File: src/tcw_pkg.sv
// Shared widths, codes and the command type of the text console writer.
package tcw_pkg;

   localparam int KIND_W = 2;
   localparam int CHAR_W = 8;
   localparam int RCOL_W = 7;
   localparam int RROW_W = 5;
   localparam int OCOL_W = 7;
   localparam int OROW_W = 5;

   localparam logic [KIND_W-1:0] KIND_WRITE = 2'd0;
   localparam logic [KIND_W-1:0] KIND_CLEAR = 2'd1;
   localparam logic [KIND_W-1:0] KIND_READ  = 2'd2;

   localparam logic [CHAR_W-1:0] CHAR_BLANK   = 8'h20;
   localparam logic [CHAR_W-1:0] CHAR_NEWLINE = 8'h0a;
   localparam logic [CHAR_W-1:0] CHAR_NULL    = 8'h00;

   typedef logic [2:0] op_type;

   localparam op_type OP_NONE    = 3'd0;
   localparam op_type OP_CHAR    = 3'd1;
   localparam op_type OP_NEWLINE = 3'd2;
   localparam op_type OP_CLEAR   = 3'd3;
   localparam op_type OP_READ    = 3'd4;

   typedef struct packed {
      op_type              op;
      logic [CHAR_W-1:0]   char_code;
      logic [RCOL_W-1:0]   read_column;
      logic [RROW_W-1:0]   read_row;
   } cmd_type;

endpackage

File: src/tcw_req_if.sv
// Request channel: valid/ready handshake with the console command payload.
interface tcw_req_if import tcw_pkg::*; ();
   logic              valid;
   logic              ready;
   logic [KIND_W-1:0] kind;
   logic [CHAR_W-1:0] char_code;
   logic [RCOL_W-1:0] read_column;
   logic [RROW_W-1:0] read_row;

   modport source (output valid, output kind, output char_code, output read_column,
                   output read_row, input ready);
   modport sink (input valid, input kind, input char_code, input read_column,
                 input read_row, output ready);
endinterface

File: src/tcw_front.sv
// Front end: takes request beats and classifies them into console commands.
module tcw_front import tcw_pkg::*; #(
   parameter int COLUMNS = 80,
   parameter int ROWS    = 25
) (
   tcw_req_if.sink  req_ch,
   output logic     push_valid,
   input  logic     push_ready,
   output cmd_type  push_cmd
);

   logic in_range;

   assign in_range = (int'(req_ch.read_column) < COLUMNS) && (int'(req_ch.read_row) < ROWS);

   always_comb begin
      push_cmd.char_code   = req_ch.char_code;
      push_cmd.read_column = req_ch.read_column;
      push_cmd.read_row    = req_ch.read_row;
      case (req_ch.kind)
         KIND_WRITE: begin
            if (req_ch.char_code == CHAR_NULL) begin
               push_cmd.op = OP_NONE;
            end else if (req_ch.char_code == CHAR_NEWLINE) begin
               push_cmd.op = OP_NEWLINE;
            end else begin
               push_cmd.op = OP_CHAR;
            end
         end
         KIND_CLEAR: begin
            push_cmd.op = OP_CLEAR;
         end
         KIND_READ: begin
            // A read outside the grid reports a zero cell like an unused kind.
            push_cmd.op = in_range ? OP_READ : OP_NONE;
         end
         default: begin
            push_cmd.op = OP_NONE;
         end
      endcase
   end

   assign push_valid   = req_ch.valid;
   assign req_ch.ready = push_ready;

endmodule

File: src/flat_wrapper.sv
// flat-port wrapper written by rule: the top's interface ports become plain ports
module tcw_front_flat import tcw_pkg::*;
#(
   parameter int COLUMNS = 80,
   parameter int ROWS    = 25
)
  (push_valid, push_ready, push_cmd, req_ch_valid, req_ch_kind, req_ch_char_code, req_ch_read_column, req_ch_read_row, req_ch_ready);
  tcw_req_if req_ch_i ();
  output logic push_valid;
  input  logic push_ready;
  output cmd_type push_cmd;
  input wire logic [$bits(req_ch_i.valid)-1:0] req_ch_valid;
  input wire logic [$bits(req_ch_i.kind)-1:0] req_ch_kind;
  input wire logic [$bits(req_ch_i.char_code)-1:0] req_ch_char_code;
  input wire logic [$bits(req_ch_i.read_column)-1:0] req_ch_read_column;
  input wire logic [$bits(req_ch_i.read_row)-1:0] req_ch_read_row;
  output wire logic [$bits(req_ch_i.ready)-1:0] req_ch_ready;
  assign req_ch_i.valid = req_ch_valid;
  assign req_ch_i.kind = req_ch_kind;
  assign req_ch_i.char_code = req_ch_char_code;
  assign req_ch_i.read_column = req_ch_read_column;
  assign req_ch_i.read_row = req_ch_read_row;
  assign req_ch_ready = req_ch_i.ready;
  tcw_front #(.COLUMNS(COLUMNS), .ROWS(ROWS)) u_core (.req_ch(req_ch_i), .push_valid(push_valid), .push_ready(push_ready), .push_cmd(push_cmd));
endmodule
File: config.mk
export PLATFORM = sky130hd
export DESIGN_NAME = tcw_front_flat
export DESIGN_NICKNAME = d
export VERILOG_FILES = /design/src/tcw_pkg.sv /design/src/tcw_req_if.sv /design/src/tcw_front.sv /design/src/flat_wrapper.sv
export SDC_FILE = /design/constraint.sdc
export NUM_CORES = 1
export LEC_CHECK = 0
export ABC_AREA = 1
export BUFFER_PORTS_ARGS = -buffer_cell sky130_fd_sc_hd__buf_2
export CORE_AREA = 2 2 39 41
export DETAILED_ROUTE_END_ITERATION = 8
export DIE_AREA = 0 0 41 43
export PLACE_DENSITY = 0.69
export REMOVE_ABC_BUFFERS = 1
export SLEW_MARGIN = 20
export SYNTH_ARGS = -nofsm -noshare
export SYNTH_HDL_FRONTEND = slang
export SYNTH_SLANG_ARGS = --single-unit
File: constraint.sdc
create_clock -name vclk -period 0.8
set_input_delay 0.04 -clock vclk [all_inputs]
set_output_delay 0.04 -clock vclk [all_outputs]
set_load 0.02 [all_outputs]
==> results.ini, run 1 <==
[status]
status=finished, final reports clean

[cells_and_area]
nClkBuffers=0
area_growth_pct=21.1
nNetsFinal=93
diodes=0
seq_cells=0
num-fill-cells=151
multi_input_area_um2=119
register_area_um2=0
final_area_um2=367
drive_gt1_share_pct=71.6
final_cells=83

[floorplan]
start_util_pct=21.9
design.core.area_um2=1380
num_rows=14
die_h_um=43
num_io_pins=49
die_width_um=41
die-area_um2=1760

[min_path]
hp-class=input port to output pin
min_to=req_ch_ready
whs_path_depth=0
hold_start=push_ready

[critical_path]
cp_slowest_cell=buf_4
worstPathRequired_ns=0.76
critPathLaunchType=input port
crit_path_end_kind=output pin
crit_family=buffers and inverters
crit_chain=buf_2 > inv_2 > nand2_1 > nor2_4 > nand2_2 > a21oi_2 > buf_4
critPathKind=input port to output pin
path_max_fanout=2
crit_buf_inv=3
worstPathArrival_ns=0.72
cp_slowest_stage_delay_ns=0.15

[yosys]
synth_cells=52
synth.most_common_cell=buf_4
synthTopCellsByArea=buf_4 (55%), inv_1 (11%), nand2_1 (11%)
avgSynthCellArea_um2=5.82
yosysTopAreaCell=buf_4
ys_seq_area_share_pct=0
yosysWarnings=0
netlist_area_um2=303
synth_cell_types=11
ys_top_cells_by_count=buf_4 (22), inv_1 (9), nand2_1 (9)
netlist.area_leader.share_pct=54.5

[sta]
layout_setup_ws_ns=0.0436
setup_viol=0
tightest_slew_ns=0.132
fmax_mhz=1320
slew_headroom_pct=91.2
whs_ns=0.0801
fin_crit_sh_pct=94.6
fin_crit_ns=0.756
hold_violations=0
maxSlewViolCount=0

[routing]
wire_per_inst_um=7.49
first_pass_iters=2
drt_iter0_drc=2
vias=321
routed_wl_um=622
vias_per_cell=3.87
drcViolationCount=0
ant_nets=0

[clock_tree]
cts_setup_buffers=0
hold_buffers=0
ctsResizeCount=0

[placed_design]
gp_congestion=0.611
port_buffers=37
pre_cts_ws_ns=0.00958
dp.cells=83
placed_area_um2=343

[global_route]
grt_pass1_wl_um=745
grt_max_degree=5
antenna_found_initial=0
grtUsageTotal_pct=5.49
grt_remaining_overflow=0
grt_pass1_vias=219

[power]
irDropWorstVdd_mv=0.169
fin_total_pwr_w=0.000226
p_leak_nw=0.235
power_density_nw_per_um2=615

[flow_run]
cap_viol_max_count=0

[power breakdown]
| part | internal (W) | leakage (nW) | switching, W |
|---|---|---|---|
| clock network | 0 | 0 | 0 |
| logic | 0.0000916 | 0.235 | 0.000134 |
| registers | 0 | 0 | 0 |
[kinds of logic after synthesis]
logic type	count (synthesis)	synth area share, %
AOI/OAI and AO/OA	2	5.37
buffers and inverters	31	65.7
and+or+nand+nor	19	28.9
[per-layer routing]
| layer | track usage, % | routed length, um | vias to the layer above |
|---|---|---|---|
| met4 | 0 | 0 | 0 |
| met3 | 3.14 | 147 | 0 |
| met2 | 10.9 | 255 | 47 |
| li1 | - | - | 162 |
| met1 | 4.43 | 219 | 112 |
| met5 | 0 | 0 | - |
[how the worst max path moves through the flow]
stage                   startpoint      endpoint  slack, ns  cells after the start
3_3_place_gp   req_ch_char_code[4]  push_cmd[21]       0.03                      7
2_1_floorplan   req_ch_read_row[2]  push_cmd[22]       0.05                      3
4_1_cts        req_ch_char_code[4]  push_cmd[21]       0.01                      7
3_5_place_dp   req_ch_char_code[4]  push_cmd[21]       0.01                      7
6_report       req_ch_char_code[5]  push_cmd[21]       0.04                      7
5_1_grt        req_ch_char_code[5]  push_cmd[21]      -0.01                      7
[final cells by class]
type,count,share of cell area (%)
tap,16,5.46
multi-input combinational,21,32.4
inverter,9,9.22
timing repair buffer,37,52.9
[stage by stage]
stage | utilization [%] | setup TNS (ns)
after floorplan | - | 0
after CTS | 24.8 | 0
after global placement | 24.8 | 0
after global routing | 26.5 | -0.0129
final | 26.5 | 0
after detailed placement | 24.8 | 0
[cells in the final DEF, fill, tap and decap left out, drive strengths merged]
master  instances
nand3           1
o21a            1
inv             9
nor2            5
a21oi           1
nand2          10
nor3            2
buf            37
or2             1
Power figures use the tool's default switching activity.
==> run 2, diff against run 1 <==
ABC_AREA = default   (was 1)
PLACE_DENSITY = 0.64   (was 0.69)
==> run 2 against run 1 <==
  * Wire length is 10% higher
  * First-iteration DRC count is 50% lower
  * Synthesized area is 22% lower
  * Combinational power hardly changed
  * Synthesized cell count is 38% lower
  * The flow now finishes with violations (negative setup slack)
==> results.ini, run 2 <==
[cells_and_area]
nNetsFinal=73  ; was 93
final_util_pct=25.1  ; was 26.5%
num-fill-cells=149  ; was 151
diodes=0  ; unchanged
drive_gt1_share_pct=85.1  ; was 71.6%
multi_input_area_um2=105  ; was 119 um2
final_cell_mix=buf_2 (31), buf_6 (4), nor2_1 (3)  ; was buf_2 (35), nand2_1 (8), inv_1 (5)
register_area_um2=0  ; unchanged
mostFrequentLayoutCell=buf_2  ; unchanged
area_growth_pct=47.1  ; was 21.1%
seq_cells=0  ; unchanged
nClkBuffers=0  ; unchanged

[sta]
layout_setup_ws_ns=-0.0816  ; was 0.0436 ns
slew_headroom_pct=83.0  ; was 91.2%
maxSlewViolCount=0  ; unchanged
rsz0062_at_grt=true
fmax_mhz=1130  ; was 1320 MHz
setup_tns_ns=-0.0816  ; was 0 ns
fin_crit_sh_pct=110  ; was 94.6%
tightest_slew_ns=0.253  ; was 0.132 ns
hold_violations=0  ; unchanged
fin_crit_ns=0.882  ; was 0.756 ns
setup_viol=1  ; was 0

[critical_path]
critPathKind=input port to output pin  ; unchanged
path_max_fanout=2  ; unchanged
crit_buf_inv=2  ; was 3
crit_path_end_kind=output pin  ; unchanged
critPathLaunchType=input port  ; unchanged
worstPathArrival_ns=0.84  ; was 0.72 ns
worst-path-stages=5  ; was 7
cp_slowest_stage_delay_ns=0.31  ; was 0.15 ns
worstPathRequired_ns=0.76  ; about the same
cp_slowest_cell=nor4_4  ; was buf_4
crit_chain=buf_6 > nor4_4 > a41oi_2 > nor2_1 > buf_4  ; was buf_2 > inv_2 > nand2_1 > nor2_4 > nand2_2 > a21oi_2 > buf_4
crit_family=simple AND/OR/NAND/NOR gates  ; was buffers and inverters

[routing]
drt_iter0_drc=1  ; was 2
vias_per_cell=4.37  ; was 3.87
ant_nets=0  ; unchanged
vias=275  ; was 321
wire_per_inst_um=10.9  ; was 7.49 um
first_pass_iters=4  ; was 2
routed_wl_um=684  ; was 622 um
drcViolationCount=0  ; unchanged

[yosys]
netlist.area_leader.share_pct=69.8  ; was 54.5%
ys_seq_area_share_pct=0  ; unchanged
ys_top_cells_by_count=buf_4 (22), nor2_1 (3)  ; was buf_4 (22), inv_1 (9), nand2_1 (9)
synth.most_common_cell=buf_4  ; unchanged
yosysTopAreaCell=buf_4  ; unchanged
avgSynthCellArea_um2=7.39  ; was 5.82 um2
synth_cells=32  ; was 52
yosysWarnings=0  ; unchanged
netlist_area_um2=236  ; was 303 um2
synth_cell_types=9  ; was 11
synthTopCellsByArea=buf_4 (70%), nor4_2 (5.3%), nor2_1 (4.8%)  ; was buf_4 (55%), inv_1 (11%), nand2_1 (11%)

[floorplan]
die_h_um=43  ; unchanged
num_io_pins=49  ; unchanged
die_width_um=41  ; unchanged
start_util_pct=17.1  ; was 21.9%
die-area_um2=1760  ; unchanged
num_rows=14  ; unchanged
design.core.area_um2=1380  ; unchanged

[clock_tree]
hold_buffers=0  ; unchanged

[flow_run]
cap_viol_max_count=0  ; unchanged

[global_route]
grt_pass1_wl_um=841  ; was 745 um
grtUsageTotal_pct=6.69  ; was 5.49%
grt_pass1_vias=232  ; was 219
antenna_found_initial=0  ; unchanged
grt_max_degree=4  ; was 5
grt_remaining_overflow=0  ; unchanged

[status]
status=finished, violations left  ; was finished, final reports clean
violations=negative setup slack

[placed_design]
gp_congestion=0.614  ; was 0.611
port_buffers=37  ; unchanged

[power]
intPower_w=0.0000996  ; was 0.0000916 W
switching_share_pct=56.4  ; was 59.4%
p_seq_share_pct=0  ; about the same
power_density_nw_per_um2=657  ; was 615 nW/um2
clkPwrFrac_pct=0  ; about the same
p_leak_nw=0.185  ; was 0.235 nW
irDropWorstVdd_mv=0.136  ; was 0.169 mV
switchingPower_w=0.000129  ; was 0.000134 W
power_frac_comb_pct=100.0  ; about the same

[min_path]
whs_path_depth=0  ; unchanged
hp-class=input port to output pin  ; unchanged

## run 2: power groups by stage
| stage | clock [W] | combinational [W] | sequential (W) |
|---|---|---|---|
| finish | 0 | 0.000229 | 0 |
| floorplan | 0 | 0.0000278 | 0 |
| global route | 0 | 0.000249 | 0 |
| global placement | 0 | 0.000190 | 0 |
| CTS | 0 | 0.000228 | 0 |
| detailed placement | 0 | 0.000191 | 0 |
## run 2: cell families after synthesis
kind of cell           Yosys count  synth area share [%]
XOR/XNOR                         1                  3.70
AND/OR/NAND/NOR                  5                  14.3
buffers and inverters           22                  69.8
AO/OA/AOI/OAI                    4                  12.2
## run 2: layout make-up
class              instances  share of cell area [%]
well taps                 16                    5.76
multi-input cells         10                    30.2
repair buffers            37                    64.0
## run 2: path summary, 6_finish.rpt
kind	from	end	slack (ns)
worst min-delay path	push_ready	req_ch_ready	0.08
worst max-delay path	req_ch_char_code[4]	push_cmd[21]	-0.08
## run 2: per-stage QoR
step	cell area [um2]	setup slack, ns	total power [W]	cells	hold slack, ns
after CTS	344	-0.0807	0.000228	63	0.0802
after floorplan	71.3	0.00353	0.0000278	10	0.0800
after global placement	277	-0.151	0.000190	63	0.0802
final	348	-0.0816	0.000229	63	0.0801
after detailed placement	277	-0.147	0.000191	63	0.0802
after global routing	348	-0.150	0.000249	63	0.0801
## run 2: what timing repair did
item | CTS | global route
setup buffers | 0 | 0
gates resized for setup | 13 | 1
setup endpoints to repair | 3 | 3
pin swaps | 5 | 0
## run 2: per-layer routing
layer	GRT usage, %	share of wire [%]	vias up
li1	-	-	118
met1	4.75	35	110
met2	14.4	45	47
met3	3.14	20	0
met4	0	0	0
met5	0	0	-
