==> src/tcw_pkg.sv <==
// Shared widths, codes and the command type of the text console writer.
package tcw_pkg;

   localparam int KIND_W = 2;
   localparam int CHAR_W = 8;
   localparam int RCOL_W = 7;
   localparam int RROW_W = 5;
   localparam int OCOL_W = 7;
   localparam int OROW_W = 5;

   localparam logic [KIND_W-1:0] KIND_WRITE = 2'd0;
   localparam logic [KIND_W-1:0] KIND_CLEAR = 2'd1;
   localparam logic [KIND_W-1:0] KIND_READ  = 2'd2;

   localparam logic [CHAR_W-1:0] CHAR_BLANK   = 8'h20;
   localparam logic [CHAR_W-1:0] CHAR_NEWLINE = 8'h0a;
   localparam logic [CHAR_W-1:0] CHAR_NULL    = 8'h00;

   typedef logic [2:0] op_type;

   localparam op_type OP_NONE    = 3'd0;
   localparam op_type OP_CHAR    = 3'd1;
   localparam op_type OP_NEWLINE = 3'd2;
   localparam op_type OP_CLEAR   = 3'd3;
   localparam op_type OP_READ    = 3'd4;

   typedef struct packed {
      op_type              op;
      logic [CHAR_W-1:0]   char_code;
      logic [RCOL_W-1:0]   read_column;
      logic [RROW_W-1:0]   read_row;
   } cmd_type;

endpackage

==> src/tcw_queue.sv <==
// Two-entry command queue between the front end and the execution engine.
module tcw_queue import tcw_pkg::*; (
   input  logic    clock,
   input  logic    reset,
   input  logic    push_valid,
   output logic    push_ready,
   input  cmd_type push_cmd,
   output logic    pop_valid,
   input  logic    pop_ready,
   output cmd_type pop_cmd
);

   cmd_type    slot_ff [2];
   logic       wr_ptr_ff;
   logic       wr_ptr_in;
   logic       rd_ptr_ff;
   logic       rd_ptr_in;
   logic [1:0] count_ff;
   logic [1:0] count_in;
   logic       do_push;
   logic       do_pop;

   assign push_ready = (count_ff != 2'd2);
   assign pop_valid  = (count_ff != 2'd0);
   assign pop_cmd    = slot_ff[rd_ptr_ff];
   assign do_push    = push_valid && push_ready;
   assign do_pop     = pop_valid && pop_ready;

   always_comb begin
      wr_ptr_in = do_push ? ~wr_ptr_ff : wr_ptr_ff;
      rd_ptr_in = do_pop ? ~rd_ptr_ff : rd_ptr_ff;
      count_in  = count_ff;
      if (do_push && !do_pop) begin
         count_in = count_ff + 2'd1;
      end else if (do_pop && !do_push) begin
         count_in = count_ff - 2'd1;
      end
   end

   always_ff @(posedge clock) begin
      if (reset) begin
         wr_ptr_ff <= 1'b0;
         rd_ptr_ff <= 1'b0;
         count_ff  <= 2'd0;
      end else begin
         wr_ptr_ff <= wr_ptr_in;
         rd_ptr_ff <= rd_ptr_in;
         count_ff  <= count_in;
      end
   end

   always_ff @(posedge clock) begin
      if (do_push) begin
         slot_ff[wr_ptr_ff] <= push_cmd;
      end
   end

endmodule

==> config.mk <==
export PLATFORM = sky130hd
export DESIGN_NAME = tcw_queue
export DESIGN_NICKNAME = d
export VERILOG_FILES = /design/src/tcw_pkg.sv /design/src/tcw_queue.sv
export SDC_FILE = /design/constraint.sdc
export NUM_CORES = 1
export LEC_CHECK = 0
export ABC_AREA = 1
export BUFFER_PORTS_ARGS = -buffer_cell sky130_fd_sc_hd__clkbuf_2
export CAP_MARGIN = 20
export CORE_MARGIN = 2
export CORE_UTILIZATION = 55
export DETAILED_ROUTE_END_ITERATION = 8
export GPL_TIMING_DRIVEN = 0
export MAX_ROUTING_LAYER = met4
export PLACE_DENSITY = 0.83
export SYNTH_ARGS = -nofsm -noshare
export SYNTH_HDL_FRONTEND = slang
export SYNTH_SLANG_ARGS = --single-unit
==> constraint.sdc <==
create_clock -name clock -period 6.1 [get_ports clock]
set_clock_uncertainty 0.05 [all_clocks]
set_input_delay 0.305 -clock clock [delete_from_list [all_inputs] [get_ports clock]]
set_output_delay 0.305 -clock clock [all_outputs]
set_load 0.05 [all_outputs]
==> results of run 1 <==
## kinds of logic after synthesis
family | synth area share (%)
flip-flops | 77.9
multiplexers | 13.6
AND/OR/NAND/NOR | 4.01
buffers and inverters | 2.76
AO/OA/AOI/OAI | 1.05
adder cells (fa/ha/maj) | 0.658
## flip-flops by register name (all words and copies together) (netlist names), named ones only
signal     count
rd_ptr_ff      1
slot_ff       46
wr_ptr_ff      1
count_ff       2
## cell usage in the layout, fill, tap and decap left out
cell / netlist / layout
nand4_1: 1 / 1
nor2_1: 7 / 5
inv_1: 8 / 8
ha_1: 1 / 1
nand2_1: 9 / 9
o21ai_0: 2 / 2
clkinv_2: 0 / 1
a21oi_1: 2 / 2
buf_8: 0 / 1
edfxtp_1: 46 / 46
nand3_1: 2 / 2
clkbuf_4: 0 / 5
bufinv_16: 0 / 1
mux2_2: 23 / 23
dfxtp_1: 5 / 5
clkbuf_2: 0 / 51
clkinv_1: 0 / 1
buf_6: 2 / 2
nor2_2: 0 / 2
buf_16: 0 / 1
## layout make-up
| type | instances | area [µm²] | area share (%) |
|---|---|---|---|
| plain buffers | 2 | 22.5 | 0.963 |
| clock buffers | 5 | 37.5 | 1.61 |
| clock inverters | 3 | 38.8 | 1.66 |
| inverters | 8 | 30.0 | 1.28 |
| multi-input cells | 47 | 373 | 15.9 |
| flip-flops and latches | 51 | 1480 | 63.3 |
| well taps | 46 | 57.6 | 2.46 |
| repair buffers | 53 | 298 | 12.7 |
## layer usage
layer,GRT usage (%),routed length [µm]
met4,7.78,55
met5,-,0
met3,6.31,204
met1,17.6,1130
met2,30.1,1650
## where the power goes
group	switching (mW)	total, mW	internal (mW)
Clock	0.0943	0.179	0.0844
Sequential	0.0196	0.462	0.442
Combinational	0.292	0.408	0.116
## worst max path at each step
stage	slack, ns	startpoint	cells after the start	to
CTS	4.12	register	3	pop_cmd[19]
floorplan	3.72	count_ff[0]$_SDFFE_PP0P_	4	slot_ff[0][0]$_DFFE_PP_
detailed placement	4.30	count_ff[0]$_SDFFE_PP0P_	5	slot_ff[0][0]$_DFFE_PP_
global route	4.05	register	3	pop_cmd[13]
finish	4.14	register	3	pop_cmd[19]
global placement	3.61	count_ff[0]$_SDFFE_PP0P_	4	slot_ff[1][22]$_DFFE_PP_
## through the flow
| stage | worst slack (ns) | total power [mW] | instances | utilization [%] | instance area [µm²] |
|---|---|---|---|---|---|
| 6_report | 4.14 | 1.05 | 215 | 70.1 | 2340 |
| 2_1_floorplan | 3.72 | 0.779 | 108 | - | 1900 |
| 4_1_cts | 4.12 | 1.06 | 215 | 70.1 | 2340 |
| 3_3_place_gp | 3.61 | 0.852 | 205 | 66.4 | 2210 |
| 3_5_place_dp | 4.30 | 0.879 | 207 | 67.8 | 2260 |
| 5_1_grt | 4.05 | 1.10 | 215 | 70.1 | 2340 |
==> results.py, run 1 <==
metrics = {
    "run_status": {
        "status": "finished clean",
    },
    "critical_path": {
        "cp-end-kind": "primary output",
        "rr_worst_depth": 5,
        "crit_chain": "buf_6 > mux2_2 > clkbuf_2",
        "path_max_fanout": 10,
        "crit_path_top_delay_cell": "dfxtp_1",
        "r2r_end": "slot_ff[0][6]$_DFFE_PP_",
        "worst-path-buf-inv": 2,
        "start_kind": "register",
        "arrival_ns": 1.60,
        "r2r_slack_ns": 4.29,
        "critPathTopFamily": "flip-flops",
        "reg2reg_from": "count_ff[0]$_SDFFE_PP0P_",
        "crit_type": "reg -> out",
        "critical_path.max_stage_delay_ns": 0.48,
        "critPathRequiredTime_ns": 5.74,
    },
    "clocking": {
        "numCtsBuffers": 5,
        "cts_max_path_buffers": 2,
        "cts_tree": "done",
        "cts_resized": 0,
        "cts_num_sinks": 51,
        "cts_hold_buf": 0,
        "clock_latency_ns": 0.35,
        "path_clk_slew_ns": 0.13,
        "htreeDepth": 2,
        "post_cts_buffers": 0,
        "cts-root-buf": "clkbuf_4",
    },
    "synth": {
        "yosysTopAreaCell": "edfxtp_1",
        "synth_edf_count": 46,
        "synth_top_area_share_pct": 72.6,
        "async_flop_share_pct": 0,
        "synthesis.nets": 136,
        "synth.most_common_cell": "edfxtp_1",
        "synth_cells": 108,
        "netlist_top_cells_count": "edfxtp_1 (46), mux2_2 (23), nand2_1 (9)",
        "syn_area_um2": 1900,
        "synth_area_leaders": "edfxtp_1 (73%), mux2_2 (14%), dfxtp_1 (5.3%), nand2_1 (1.8%), inv_1 (1.6%)",
        "yosysWarnings": 0,
        "synth_area_per_cell_um2": 17.6,
        "synthDistinctLibCells": 12,
        "ys_seq_area_share_pct": 77.9,
        "yosys_register_bits": 51,
        "synth_ff_type": "edfxtp_1",
    },
    "flow_run": {
        "maxCapViolCount": 0,
    },
    "worst_hold_path": {
        "holdCritStartpoint": "push_cmd[19]",
        "hold_end": "slot_ff[0][19]$_DFFE_PP_",
        "min_path_cells": 1,
        "hold_path_class": "in -> reg",
    },
    "global_routing": {
        "grt_usage_pct": 17.4,
        "grt_pass1_wl_um": 4960,
        "grt_pass1_vias": 1164,
        "antenna_found_initial": 0,
        "grt_overflow": 0,
        "grt_start_max_net_pins": 18,
    },
    "routing": {
        "viasPerCell": 5.07,
        "ant_nets": 0,
        "drc": 0,
        "vias": 1090,
        "first_iter_violations": 44,
        "finalWirelength_um": 3040,
        "wl_per_cell_um": 14.1,
        "drt_first_pass_iters": 4,
    },
    "sta": {
        "finalCritPeriodShare_pct": 32.1,
        "holdWs_ns": 0.0855,
        "hold_viol_final": 0,
        "max_slew_margin_pct": 54.0,
        "fmax_ghz": 0.511,
        "rsz0062_at_grt": "no",
        "setup_tns_ns": 0,
        "period_minus_slack_ns": 1.96,
        "setup_viol": 0,
        "max_slew.worst_pin.slew_ns": 0.689,
        "slew_violations": 0,
    },
    "power_and_ir_drop": {
        "power_density_nw_per_um2": 448,
        "vdd_ir_drop_max_v": 0.000378,
        "power.leakage_nw": 0.930,
    },
    "die": {
        "die_x_um": 62.8,
        "die-area_um2": 3940,
        "io_pins": 52,
        "core_area_um2": 3340,
        "start_util_pct": 57.0,
        "die_y_um": 62.8,
        "row_count": 21,
    },
    "placement": {
        "gp_congestion": 0.654,
        "numPortBuffers": 51,
        "hpwl_um": 2190,
    },
    "layout": {
        "fillers": 260,
        "drive_above_1_share_pct": 51.5,
        "syn_to_final_growth_pct": 23.0,
        "antenna_cells": 0,
        "fin_nets": 196,
    },
}
No activity file was read; power rests on OpenSTA's default activity.
==> run 2, diff against run 1 <==
--- a/config.mk
+++ b/config.mk
@@ -9,11 +9,11 @@
 export BUFFER_PORTS_ARGS = -buffer_cell sky130_fd_sc_hd__clkbuf_2
 export CAP_MARGIN = 20
 export CORE_MARGIN = 2
-export CORE_UTILIZATION = 55
+export CORE_UTILIZATION = 51
 export DETAILED_ROUTE_END_ITERATION = 8
 export GPL_TIMING_DRIVEN = 0
 export MAX_ROUTING_LAYER = met4
-export PLACE_DENSITY = 0.83
+export PLACE_DENSITY = 0.78
 export SYNTH_ARGS = -nofsm -noshare
 export SYNTH_HDL_FRONTEND = slang
 export SYNTH_SLANG_ARGS = --single-unit
==> constraint.sdc (replaced) <==
create_clock -name clock -period 1.8 [get_ports clock]
set_clock_uncertainty 0.05 [all_clocks]
set_input_delay 0.09 -clock clock [delete_from_list [all_inputs] [get_ports clock]]
set_output_delay 0.09 -clock clock [all_outputs]
set_load 0.05 [all_outputs]
==> results.py, run 2 (synthesis results as in run 1) <==
metrics = {
    "power_and_ir_drop": {
        "p_int_mw": 2.18,
        "power_switching_share_pct": 39.2,
        "power_frac_comb_pct": 39.4,
        "power.leakage_nw": 1.01,
        "power.share.sequential_pct": 43.7,
        "vdd_ir_drop_max_v": 0.000797,
        "p_switching_mw": 1.40,
        "clkPwrFrac_pct": 16.9,
        "power_density_nw_per_um2": 1400,
    },
    "layout": {
        "layout_common_cells": "clkbuf_2 (51), edfxtp_1 (46), mux2_2 (23), dlygate4sd3_1 (23), inv_1 (8)",
        "largest-register": "slot_ff",
        "drive_above_1_share_pct": 45.3,
        "largest_reg_flops": 46,
        "fillers": 282,
        "fin_nets": 217,
        "antenna_cells": 0,
        "largest_registers": "slot_ff (46), count_ff (2)",
        "final_common_cell": "clkbuf_2",
        "syn_to_final_growth_pct": 34.0,
    },
    "sta": {
        "slew_violations": 0,
        "setup_tns_ns": 0,
        "max_slew_margin_pct": 55.1,
        "holdWs_ns": 0.0406,
        "rsz0062_at_grt": "no",
        "finalCritPeriodShare_pct": 93.3,
        "hold_viol_final": 0,
        "setup_viol": 0,
        "fmax_ghz": 0.595,
        "period_minus_slack_ns": 1.68,
        "max_slew.worst_pin.slew_ns": 0.671,
    },
    "clocking": {
        "numCtsBuffers": 5,
        "cts_num_sinks": 51,
        "path_clk_slew_ns": 0.08,
        "clock_latency_ns": 0.29,
        "post_cts_buffers": 0,
        "cts-root-buf": "clkbuf_8",
        "htreeDepth": 2,
        "cts_max_path_buffers": 2,
        "cts_tree": "done",
    },
    "placement": {
        "numPortBuffers": 51,
        "gp_congestion": 0.794,
        "hpwl_um": 2160,
    },
    "global_routing": {
        "grt_pass1_vias": 1141,
        "grt_start_max_net_pins": 24,
        "grt_overflow": 0,
        "grt_usage_pct": 17.6,
        "grt_pass1_wl_um": 5240,
        "antenna_found_initial": 0,
    },
    "routing": {
        "ant_nets": 0,
        "viasPerCell": 4.74,
        "first_iter_violations": 38,
        "vias": 1129,
        "drt_first_pass_iters": 4,
        "finalWirelength_um": 3350,
        "wl_per_cell_um": 14.1,
        "drc": 0,
    },
    "critical_path": {
        "crit_path_top_delay_cell": "dfxtp_1",
        "crit_chain": "buf_6 > mux2_2 > clkbuf_2",
        "crit_type": "reg -> out",
        "arrival_ns": 1.54,
        "critical_path.max_stage_delay_ns": 0.46,
        "worst-path-buf-inv": 2,
        "start_kind": "register",
        "critPathTopFamily": "flip-flops",
        "critPathRequiredTime_ns": 1.66,
        "path_max_fanout": 10,
        "cp-end-kind": "primary output",
    },
    "flow_run": {
        "maxCapViolCount": 0,
    },
    "die": {
        "row_count": 22,
        "io_pins": 52,
        "die_y_um": 65.1,
        "core_area_um2": 3630,
        "die_x_um": 65.1,
        "die-area_um2": 4230,
        "start_util_pct": 52.3,
    },
    "run_status": {
        "status": "finished clean",
    },
    "worst_hold_path": {
        "hold_path_class": "in -> reg",
    },
}
run 2: cell count changes in the layout (fill, tap and decap cells not counted), sizes merged:
cell / change
clkinv: -1
buf: -2
clkbuf: +2
dlygate4sd3: +23
bufinv: -1
run 2: repair_timing:
| action | CTS | global route |
|---|---|---|
| hold buffers | 23 | 0 |
| hold endpoints to repair | 46 | 0 |
| gates resized for setup | 0 | 1 |
| endpoints found under the setup margin | 0 | 36 |
run 2: stage by stage:
step / instances / setup slack [ns] / area (µm²) / total power, mW / util, %
final: 238 / 0.120 / 2550 / 3.57 / 70.1
after global placement: 207 / 0.196 / 2230 / 2.90 / 61.5
after detailed placement: 207 / 0.132 / 2230 / 2.95 / 61.5
after CTS: 238 / 0.0989 / 2550 / 3.60 / 70.1
after global routing: 238 / 0.0465 / 2550 / 3.74 / 70.1
after floorplan: 108 / 0.115 / 1920 / 2.66 / -
run 2: final timing paths:
check | startpoint | endpoint | slack [ns] | cells after the start
min reg2reg | rd_ptr_ff$_SDFFE_PP0P_ | rd_ptr_ff$_SDFFE_PP0P_ | 0.49 | 2
max | register | pop_cmd[7] | 0.12 | 3
min | reset | count_ff[1]$_SDFFE_PP0P_ | 0.04 | 4
max reg2reg | count_ff[0]$_SDFFE_PP0P_ | count_ff[1]$_SDFFE_PP0P_ | 0.21 | 10
run 2: final cells by class:
class | count | area, µm² | area share (%)
buffer | 2 | 22.5 | 0.884
clock buffer | 7 | 76.3 | 2.99
clock inverter | 1 | 5.00 | 0.196
inverter | 8 | 30.0 | 1.18
multi-input combinational | 47 | 388 | 15.2
sequential | 51 | 1480 | 58.1
tap | 48 | 60.1 | 2.36
timing repair buffer | 74 | 485 | 19.0
run 2: worst reg2reg max path, cell delays in order (launching register included):
cell	delay [ns]
dfxtp_1	0.31
inv_1	0.13
nand2_2	0.09
nand2_2	0.14
inv_1	0.10
ha_1	0.35
inv_1	0.09
nand3_1	0.08
nand2_1	0.06
inv_1	0.04
nor2_1	0.09
run 2: metal layers:
layer | wire length (µm) | share of wire, % | up-vias | GRT usage, %
li1 | - | - | 555 | -
met1 | 1290 | 39 | 529 | 19.5
met2 | 1830 | 55 | 40 | 30.0
met3 | 176 | 5.3 | 5 | 5.38
met4 | 53 | 1.6 | 0 | 6.51
met5 | 0 | 0 | - | -
run 2: power groups by stage:
stage / registers (mW) / logic (mW) / clock network [mW]
after floorplan: 1.57 / 1.09 / 0
after global placement: 1.58 / 1.32 / 0
after detailed placement: 1.59 / 1.36 / 0
after CTS: 1.57 / 1.40 / 0.625
after global routing: 1.58 / 1.49 / 0.667
final: 1.56 / 1.41 / 0.603
